### src/sv/fermat_primality_test_top_assert.svh
// Assertion macros for the Fermat test block. Each check is clocked on clk and
// is switched off while arst_n is low.
`ifndef FERMAT_PRIMALITY_TEST_TOP_ASSERT_SVH
`define FERMAT_PRIMALITY_TEST_TOP_ASSERT_SVH
`ifndef SYNTH
// A property that must hold at every clock edge out of reset.
`define FPT_ASSERT(lbl, prop) \
	lbl: assert property (@(posedge clk) disable iff (!arst_n) (prop)) \
		else $error("fermat_primality_test_top: assertion failed");
// An implication from a condition to a consequence in the same cycle.
`define FPT_ASSERT_IMPL(lbl, ante, cons) \
	lbl: assert property (@(posedge clk) disable iff (!arst_n) (ante) |-> (cons)) \
		else $error("fermat_primality_test_top: implication failed");
`else
`define FPT_ASSERT(lbl, prop)
`define FPT_ASSERT_IMPL(lbl, ante, cons)
`endif
`endif

### src/sv/fpt_pkg.sv
package fpt_pkg;

	// Default width of the candidate as read by the datapath.
	localparam int VALUE_WIDTH_DEF = 32;

	// Width of the raw random word, and of the shared step counter.
	localparam int RANDOM_W = 31;
	localparam int CNT_W    = 5;

	// Sequencer states.
	typedef enum logic [2:0] {
		ST_IDLE,
		ST_DIV,
		ST_LOAD,
		ST_EXP,
		ST_FIN
	} fpt_state_t;

endpackage

### src/sv/fermat_primality_test_top.sv
// Fermat probable-prime test, one round per request.
// Input channel (cand_valid / cand_ready) carries the candidate, a raw random
// word and a last-round mark. Output channel (verdict_valid / verdict_ready)
// carries one verdict bit, sent only for a request marked as the last round.
// A round takes one request at a time. The base is formed by a restoring
// divider that consumes one random bit per cycle, then a load state. The
// power is found by right-to-left square-and-multiply: for each of the L
// bits of n-1, a square and a multiply run side by side, both as
// interleaved modular multiplies that take one multiplier bit per cycle.
// A final state settles the verdict. A candidate of one or less, or with
// its top bit set, skips the divider and goes straight to the final state.
// The verdict sits in an output register; cand_ready rises again as soon as
// the round is done, so a new request is taken while a verdict waits. Only a
// second verdict that finds the register still full waits for the receiver.
// Reset clears the sequencer and the verdict valid flag and sets the sticky
// passing flag.
`include "fermat_primality_test_top_assert.svh"

module fermat_primality_test_top #(
	parameter int VALUE_WIDTH = fpt_pkg::VALUE_WIDTH_DEF
) (
	input  logic                         clk,
	input  logic                         arst_n,
	input  logic                         cand_valid,
	output logic                         cand_ready,
	input  logic signed [31:0]           candidate,
	input  logic [fpt_pkg::RANDOM_W-1:0] random_word,
	input  logic                         last_round,
	output logic                         verdict_valid,
	input  logic                         verdict_ready,
	output logic                         is_probable_prime
);

	localparam int W  = VALUE_WIDTH;
	localparam int NW = VALUE_WIDTH - 1;
	localparam int RW = fpt_pkg::RANDOM_W;
	localparam int CW = fpt_pkg::CNT_W;

	// One step of an interleaved modular multiply: r = 2r + (b ? a : 0) mod n.
	function automatic logic [NW-1:0] mod_step(
		input logic [NW-1:0] r,
		input logic [NW-1:0] a,
		input logic          b,
		input logic [NW-1:0] n
	);
		logic [W:0] t;
		logic [W:0] n1;
		logic [W:0] n2;
		logic [W:0] res;
		t  = {1'b0, r, 1'b0} + (b ? {2'b00, a} : {(W+1){1'b0}});
		n1 = {2'b00, n};
		n2 = {1'b0, n, 1'b0};
		if (t >= n2) begin
			res = t - n2;
		end else if (t >= n1) begin
			res = t - n1;
		end else begin
			res = t;
		end
		return res[NW-1:0];
	endfunction

	fpt_pkg::fpt_state_t state_q, state_d;

	logic [NW-1:0] n_q;
	logic [NW-1:0] e_q;
	logic [RW-1:0] rnd_q;
	logic [NW-1:0] rem_q;
	logic [NW-1:0] base_q;
	logic [NW-1:0] acc_q;
	logic [NW-1:0] m_q;
	logic [NW-1:0] rsq_q;
	logic [NW-1:0] racc_q;
	logic [CW-1:0] cnt_q;
	logic          last_q;
	logic          bad_q;
	logic          still_q;
	logic          vout_q;
	logic          verdict_q;

	// Candidate decode at the input.
	logic [W-1:0]  raw;
	logic          raw_bad;
	assign raw     = candidate[W-1:0];
	assign raw_bad = raw[W-1] || (raw[NW-1:0] <= NW'(1));

	// Divider step: shift in one random bit, subtract n-1 when it fits.
	logic [W-1:0]  div_t;
	logic          div_ge;
	logic [NW-1:0] rem_d;
	logic [W-1:0]  div_diff;
	assign div_t    = {rem_q, rnd_q[RW-1]};
	assign div_ge   = div_t >= {1'b0, e_q};
	assign div_diff = div_t - {1'b0, e_q};
	assign rem_d    = div_ge ? div_diff[NW-1:0] : div_t[NW-1:0];

	// Square and multiply units share the multiplier bit stream of the base.
	logic [NW-1:0] rsq_d;
	logic [NW-1:0] racc_d;
	assign rsq_d  = mod_step(rsq_q, base_q, m_q[NW-1], n_q);
	assign racc_d = mod_step(racc_q, acc_q, m_q[NW-1], n_q);

	// Step counter end points and round outcome.
	logic div_last;
	logic mul_last;
	logic exp_done;
	logic round_pass;
	logic slot_free;
	assign div_last   = cnt_q == CW'(RW - 1);
	assign mul_last   = cnt_q == CW'(NW - 1);
	assign exp_done   = e_q[NW-1:1] == '0;
	assign round_pass = !bad_q && (acc_q == NW'(1));
	assign slot_free  = !vout_q || verdict_ready;

	// Next state.
	always_comb begin
		state_d = state_q;
		unique case (state_q)
			fpt_pkg::ST_IDLE: begin
				if (cand_valid) begin
					state_d = raw_bad ? fpt_pkg::ST_FIN : fpt_pkg::ST_DIV;
				end
			end
			fpt_pkg::ST_DIV: begin
				if (div_last) begin
					state_d = fpt_pkg::ST_LOAD;
				end
			end
			fpt_pkg::ST_LOAD: begin
				state_d = fpt_pkg::ST_EXP;
			end
			fpt_pkg::ST_EXP: begin
				if (mul_last && exp_done) begin
					state_d = fpt_pkg::ST_FIN;
				end
			end
			fpt_pkg::ST_FIN: begin
				if (!last_q || slot_free) begin
					state_d = fpt_pkg::ST_IDLE;
				end
			end
			default: state_d = fpt_pkg::ST_IDLE;
		endcase
	end

	// Sequencer outputs.
	logic fin_go;
	logic emit;
	always_comb begin
		cand_ready = 1'b0;
		fin_go     = 1'b0;
		unique case (state_q)
			fpt_pkg::ST_IDLE: cand_ready = 1'b1;
			fpt_pkg::ST_FIN:  fin_go     = !last_q || slot_free;
			default: begin
				cand_ready = 1'b0;
				fin_go     = 1'b0;
			end
		endcase
	end
	assign emit = fin_go && last_q;

	// Control registers.
	always_ff @(posedge clk or negedge arst_n) begin
		if (!arst_n) begin
			state_q <= fpt_pkg::ST_IDLE;
			cnt_q   <= '0;
			still_q <= 1'b1;
			vout_q  <= 1'b0;
		end else begin
			state_q <= state_d;
			if (state_q == fpt_pkg::ST_DIV || state_q == fpt_pkg::ST_EXP) begin
				cnt_q <= (state_q == fpt_pkg::ST_EXP && mul_last) ? '0 : cnt_q + CW'(1);
			end else begin
				cnt_q <= '0;
			end
			if (fin_go) begin
				still_q <= last_q ? 1'b1 : (still_q && round_pass);
			end
			if (emit) begin
				vout_q <= 1'b1;
			end else if (verdict_ready) begin
				vout_q <= 1'b0;
			end
		end
	end

	// Datapath registers.
	always_ff @(posedge clk) begin
		unique case (state_q)
			fpt_pkg::ST_IDLE: begin
				if (cand_valid) begin
					n_q    <= raw[NW-1:0];
					e_q    <= raw[NW-1:0] - NW'(1);
					rnd_q  <= random_word;
					rem_q  <= '0;
					last_q <= last_round;
					bad_q  <= raw_bad;
				end
			end
			fpt_pkg::ST_DIV: begin
				rem_q <= rem_d;
				rnd_q <= {rnd_q[RW-2:0], 1'b0};
			end
			fpt_pkg::ST_LOAD: begin
				base_q <= rem_q + NW'(1);
				m_q    <= rem_q + NW'(1);
				acc_q  <= NW'(1);
				rsq_q  <= '0;
				racc_q <= '0;
			end
			fpt_pkg::ST_EXP: begin
				if (mul_last) begin
					base_q <= rsq_d;
					m_q    <= rsq_d;
					if (e_q[0]) begin
						acc_q <= racc_d;
					end
					e_q    <= e_q >> 1;
					rsq_q  <= '0;
					racc_q <= '0;
				end else begin
					rsq_q  <= rsq_d;
					racc_q <= racc_d;
					m_q    <= {m_q[NW-2:0], 1'b0};
				end
			end
			fpt_pkg::ST_FIN: begin
				if (emit) begin
					verdict_q <= still_q && round_pass;
				end
			end
			default: begin
			end
		endcase
	end

	assign verdict_valid     = vout_q;
	assign is_probable_prime = verdict_q;

	// The divider remainder stays below the divisor n-1.
	`FPT_ASSERT_IMPL(a_div_rem, state_q == fpt_pkg::ST_DIV, rem_q < e_q)
	// Base and accumulator stay reduced modulo n while exponentiating.
	`FPT_ASSERT_IMPL(a_exp_reduced, state_q == fpt_pkg::ST_EXP,
		(base_q < n_q) && (acc_q < n_q))
	// The exponent still has bits left while exponentiating.
	`FPT_ASSERT_IMPL(a_exp_live, state_q == fpt_pkg::ST_EXP, e_q != '0)
	// A verdict appears only from the final state of a last round.
	`FPT_ASSERT(a_verdict_src,
		$rose(vout_q) |-> ($past(state_q) == fpt_pkg::ST_FIN && $past(last_q)))

endmodule

### config.mk
export PLATFORM = sky130hd
export DESIGN_NAME = fermat_primality_test_top
export DESIGN_NICKNAME = d
export VERILOG_FILES = /design/src/sv/fpt_pkg.sv /design/src/sv/fermat_primality_test_top.sv
export VERILOG_INCLUDE_DIRS = /design/src /design/src/sv
export SDC_FILE = /design/constraint.sdc
export NUM_CORES = 1
export LEC_CHECK = 0
export BUFFER_PORTS_ARGS = -buffer_cell sky130_fd_sc_hd__buf_2
export CAP_MARGIN = 10
export CORE_ASPECT_RATIO = 1.75
export CORE_MARGIN = 2
export CORE_UTILIZATION = 65
export CTS_CLUSTER_DIAMETER = 30
export DETAILED_ROUTE_END_ITERATION = 7
export GPL_ROUTABILITY_DRIVEN = 0
export GPL_TIMING_DRIVEN = 0
export PLACE_DENSITY = 0.81
export SYNTH_ARGS = -nofsm -noshare
export SYNTH_HDL_FRONTEND = slang
export SYNTH_SLANG_ARGS = --single-unit
### constraint.sdc
create_clock -name clk -period 16.3 [get_ports clk]
set_input_delay 1.63 -clock clk [delete_from_list [all_inputs] [get_ports clk]]
set_output_delay 1.63 -clock clk [all_outputs]
set_load 0.05 [all_outputs]
==> flow_summary.toml <==
[final_layout]
mostFrequentLayoutCells = "nand2_1, edfxtp_1, nor2_1"
nNetsFinal = 3383
layout_commonest_cell = "nand2_1"
syn_to_final_growth_pct = 8.64
drive_gt1_share_pct = 6.49

[timing]
setup_viol = 0
fin_tns_setup_ns = 0
skew_ns = 0.0216
rsz0062_at_grt = "no"
slew_violations = 0
hold_viol = 0
worstMarginPinSlew_ns = 1.39
min_period_ns = 9.09
fmax_mhz = 110
max_slew_margin_pct = 6.40
period_share_pct = 55.8

[global_route]
grt_antenna_before_repair = 1
track_usage_pct = 42.4
grt_max_degree = 63
grt_remaining_overflow = 0
grt_pass1_wl_um = 133000
grt_pass1_vias = 24800

[routing]
detail_route.wl_per_cell_um = 24.6
num_vias = 24800
drc_errors = 6
routed_wl_um = 88600
drtIter0Drc = 2368
firstDrtPassIters = 8
ant_nets = 0
viasPerCell = 6.87

[placement]
hpwlAfterDp_um = 68800
io_buffers = 70

[clock_tree]
ctsResizeCount = 0
clock-root-buffer = "clkbuf_16"
ctsHoldBuffers = 0
post-cts-setup-buffers = 0
clock_sinks = 292
clkTransAtPathRegs_ns = 0.07
clk_latency_ns = 0.61
numCtsBuffers = 31
cts_tree = "built"
clk_path_buf_depth = 3
htreeDepth = 1

[floorplanning]
placement_rows = 96
io_pins = 71
die_w_um = 155
die-area_um2 = 41300
start_util_pct = 65.8
coreArea_um2 = 39200
die_h_um = 267

[synthesis]
yosys_register_bits = 292
synth_edf_count = 282
synth_top_family_by_area = "compound AO/OA/AOI/OAI gates"
syn_nets = 3271
yosys.area_share.simple_pct = 20.1
ys_types = 86
synthAdderAreaFrac_pct = 11.2
yosys_most_used_dff = "edfxtp_1"
ys_seq_area_share_pct = 33.8
synthMuxAreaShare_pct = 1.75
netlist_area_um2 = 25800
synth_compound_area_share_pct = 22.0
ys_async_sr_fraction_pct = 3.42
syn_area_per_cell_um2 = 8.66
synth_xor_area_share_pct = 7.54
netlist_instances = 2976
yosys_warnings = 0

[setup_path]
rrSetupSlack_ns = 7.21
worstPathMaxFanout = 10
required_ns = 16.65
arrival_ns = 9.44
rr_worst_depth = 24
end_kind = "flop"
worst_setup_path_start_kind = "flop"
criticalPathCategory = "flop to flop"

[power_and_ir_drop]
leakagePower_nw = 12.1
finalPower_mw = 3.09
irDropWorstVdd_mv = 0.166
powerDensity_nw_per_um2 = 110

[hold_path]
min_path_cells = 1
worstHoldPathType = "flop to flop"

[status]
violations = "design-rule violations"
status = "complete, but fails checks"

[job]
maxCapViolCount = 0
## layout make-up
| cell class | instances | area, um2 |
|---|---|---|
| Multi-Input combinational cell | 2456 | 16200 |
| Fill cell | 3047 | 11200 |
| Sequential cell | 292 | 8720 |
| Clock buffer | 33 | 793 |
| Tap cell | 490 | 613 |
| Timing Repair Buffer | 79 | 488 |
| Inverter | 124 | 468 |
| Buffer | 104 | 442 |
| Clock inverter | 25 | 292 |
| Antenna cell | 1 | 2.50 |
## registers in the layout, summed over array words and instances (netlist names)
name	cells
acc_q	31
bad_q	1
base_q	31
cnt_q	5
e_q	31
is_probable_prime	1
last_q	1
m_q	31
n_q	31
racc_q	31
rem_q	31
rnd_q	31
rsq_q	31
state_q	3
still_q	1
verdict_valid	1
## per-stage QoR
step	setup slack, ns	hold slack (ns)	cells	instance area, um2	utilization (%)
after global placement	7.86	0.470	3536	26700	68.3
after CTS	7.54	0.509	3601	28000	71.4
after global routing	7.09	0.536	3603	28000	71.5
after detailed placement	7.56	0.501	3543	26900	68.7
final	7.21	0.505	3604	28000	71.5
after floorplan	10.58	0.455	2976	25800	-
## cell families after synthesis
family,after synthesis
AND/OR/NAND/NOR,1090
adder cells (fa/ha/maj),227
XOR/XNOR,222
flip-flops,292
multiplexers,43
AO/OA/AOI/OAI,874
buffers and inverters,228
## worst paths after layout
kind                           from        end
hold reg to reg            cnt_q[0]   cnt_q[0]
max in group asynchronous    arst_n    still_q
setup reg to reg            m_q[30]  acc_q[24]
hold / removal             cnt_q[0]   cnt_q[0]
min in group asynchronous    arst_n   cnt_q[0]
setup / recovery            m_q[30]  acc_q[24]
## cells in the mapped netlist, types with 29 or more instances
cell      instances  area, um2
edfxtp_1        282       8470
nor4_1           29        181
a211oi_1         58        435
o211ai_1         44        330
and2_1           75        469
a31oi_1          35        219
o21a_1           43        323
ha_1            220       2750
clkbuf_1         79        297
nand2b_1         42        263
xor2_1           76        666
inv_1           124        465
and3_1           47        294
a21oi_1         260       1300
xnor2_1         146       1280
o21ai_0         161        806
a21o_1           92        691
nor2_1          266        998
nand4_1          35        219
nand2_1         345       1290
nand3_1          86        430
nor3_1           77        385
## worst max-delay path, stage by stage (launching register included)
cell and delay (ns):
edfxtp_1 0.33, clkbuf_1 0.81, clkbuf_1 0.55, nand2_1 0.19, inv_1 0.10, ha_1 0.25
a211oi_1 0.26, o21ai_0 0.26, o211a_1 0.40, or2_2 0.35, a41oi_1 0.43, o21ai_0 0.20
xor2_1 0.22, ha_1 0.38, nand4_1 0.20, nor2_1 0.38, nand3_1 0.12, o21ai_0 0.62
nor2_1 0.14, o21ai_0 0.55, a211o_1 0.23, clkbuf_1 0.66, clkbuf_1 0.60, o21ai_0 0.31
and3_1 0.27
## routing by layer
| layer | track usage [%] | up-vias | routed length [um] |
|---|---|---|---|
| li1 | - | 11300 | - |
| met1 | 39.8 | 11500 | 27100 |
| met2 | 74.3 | 1450 | 43100 |
| met3 | 7.17 | 565 | 7000 |
| met4 | 45.8 | 2 | 11500 |
| met5 | 0 | - | 13 |
## where the power goes
| group | switching [mW] | internal [mW] | leakage (nW) |
|---|---|---|---|
| Clock | 0.332 | 0.426 | 0.528 |
| Sequential | 0.106 | 1.03 | 3.03 |
| Combinational | 0.757 | 0.439 | 8.56 |
| Total | 1.19 | 1.90 | 12.1 |
(Power assumes the default switching activity.)
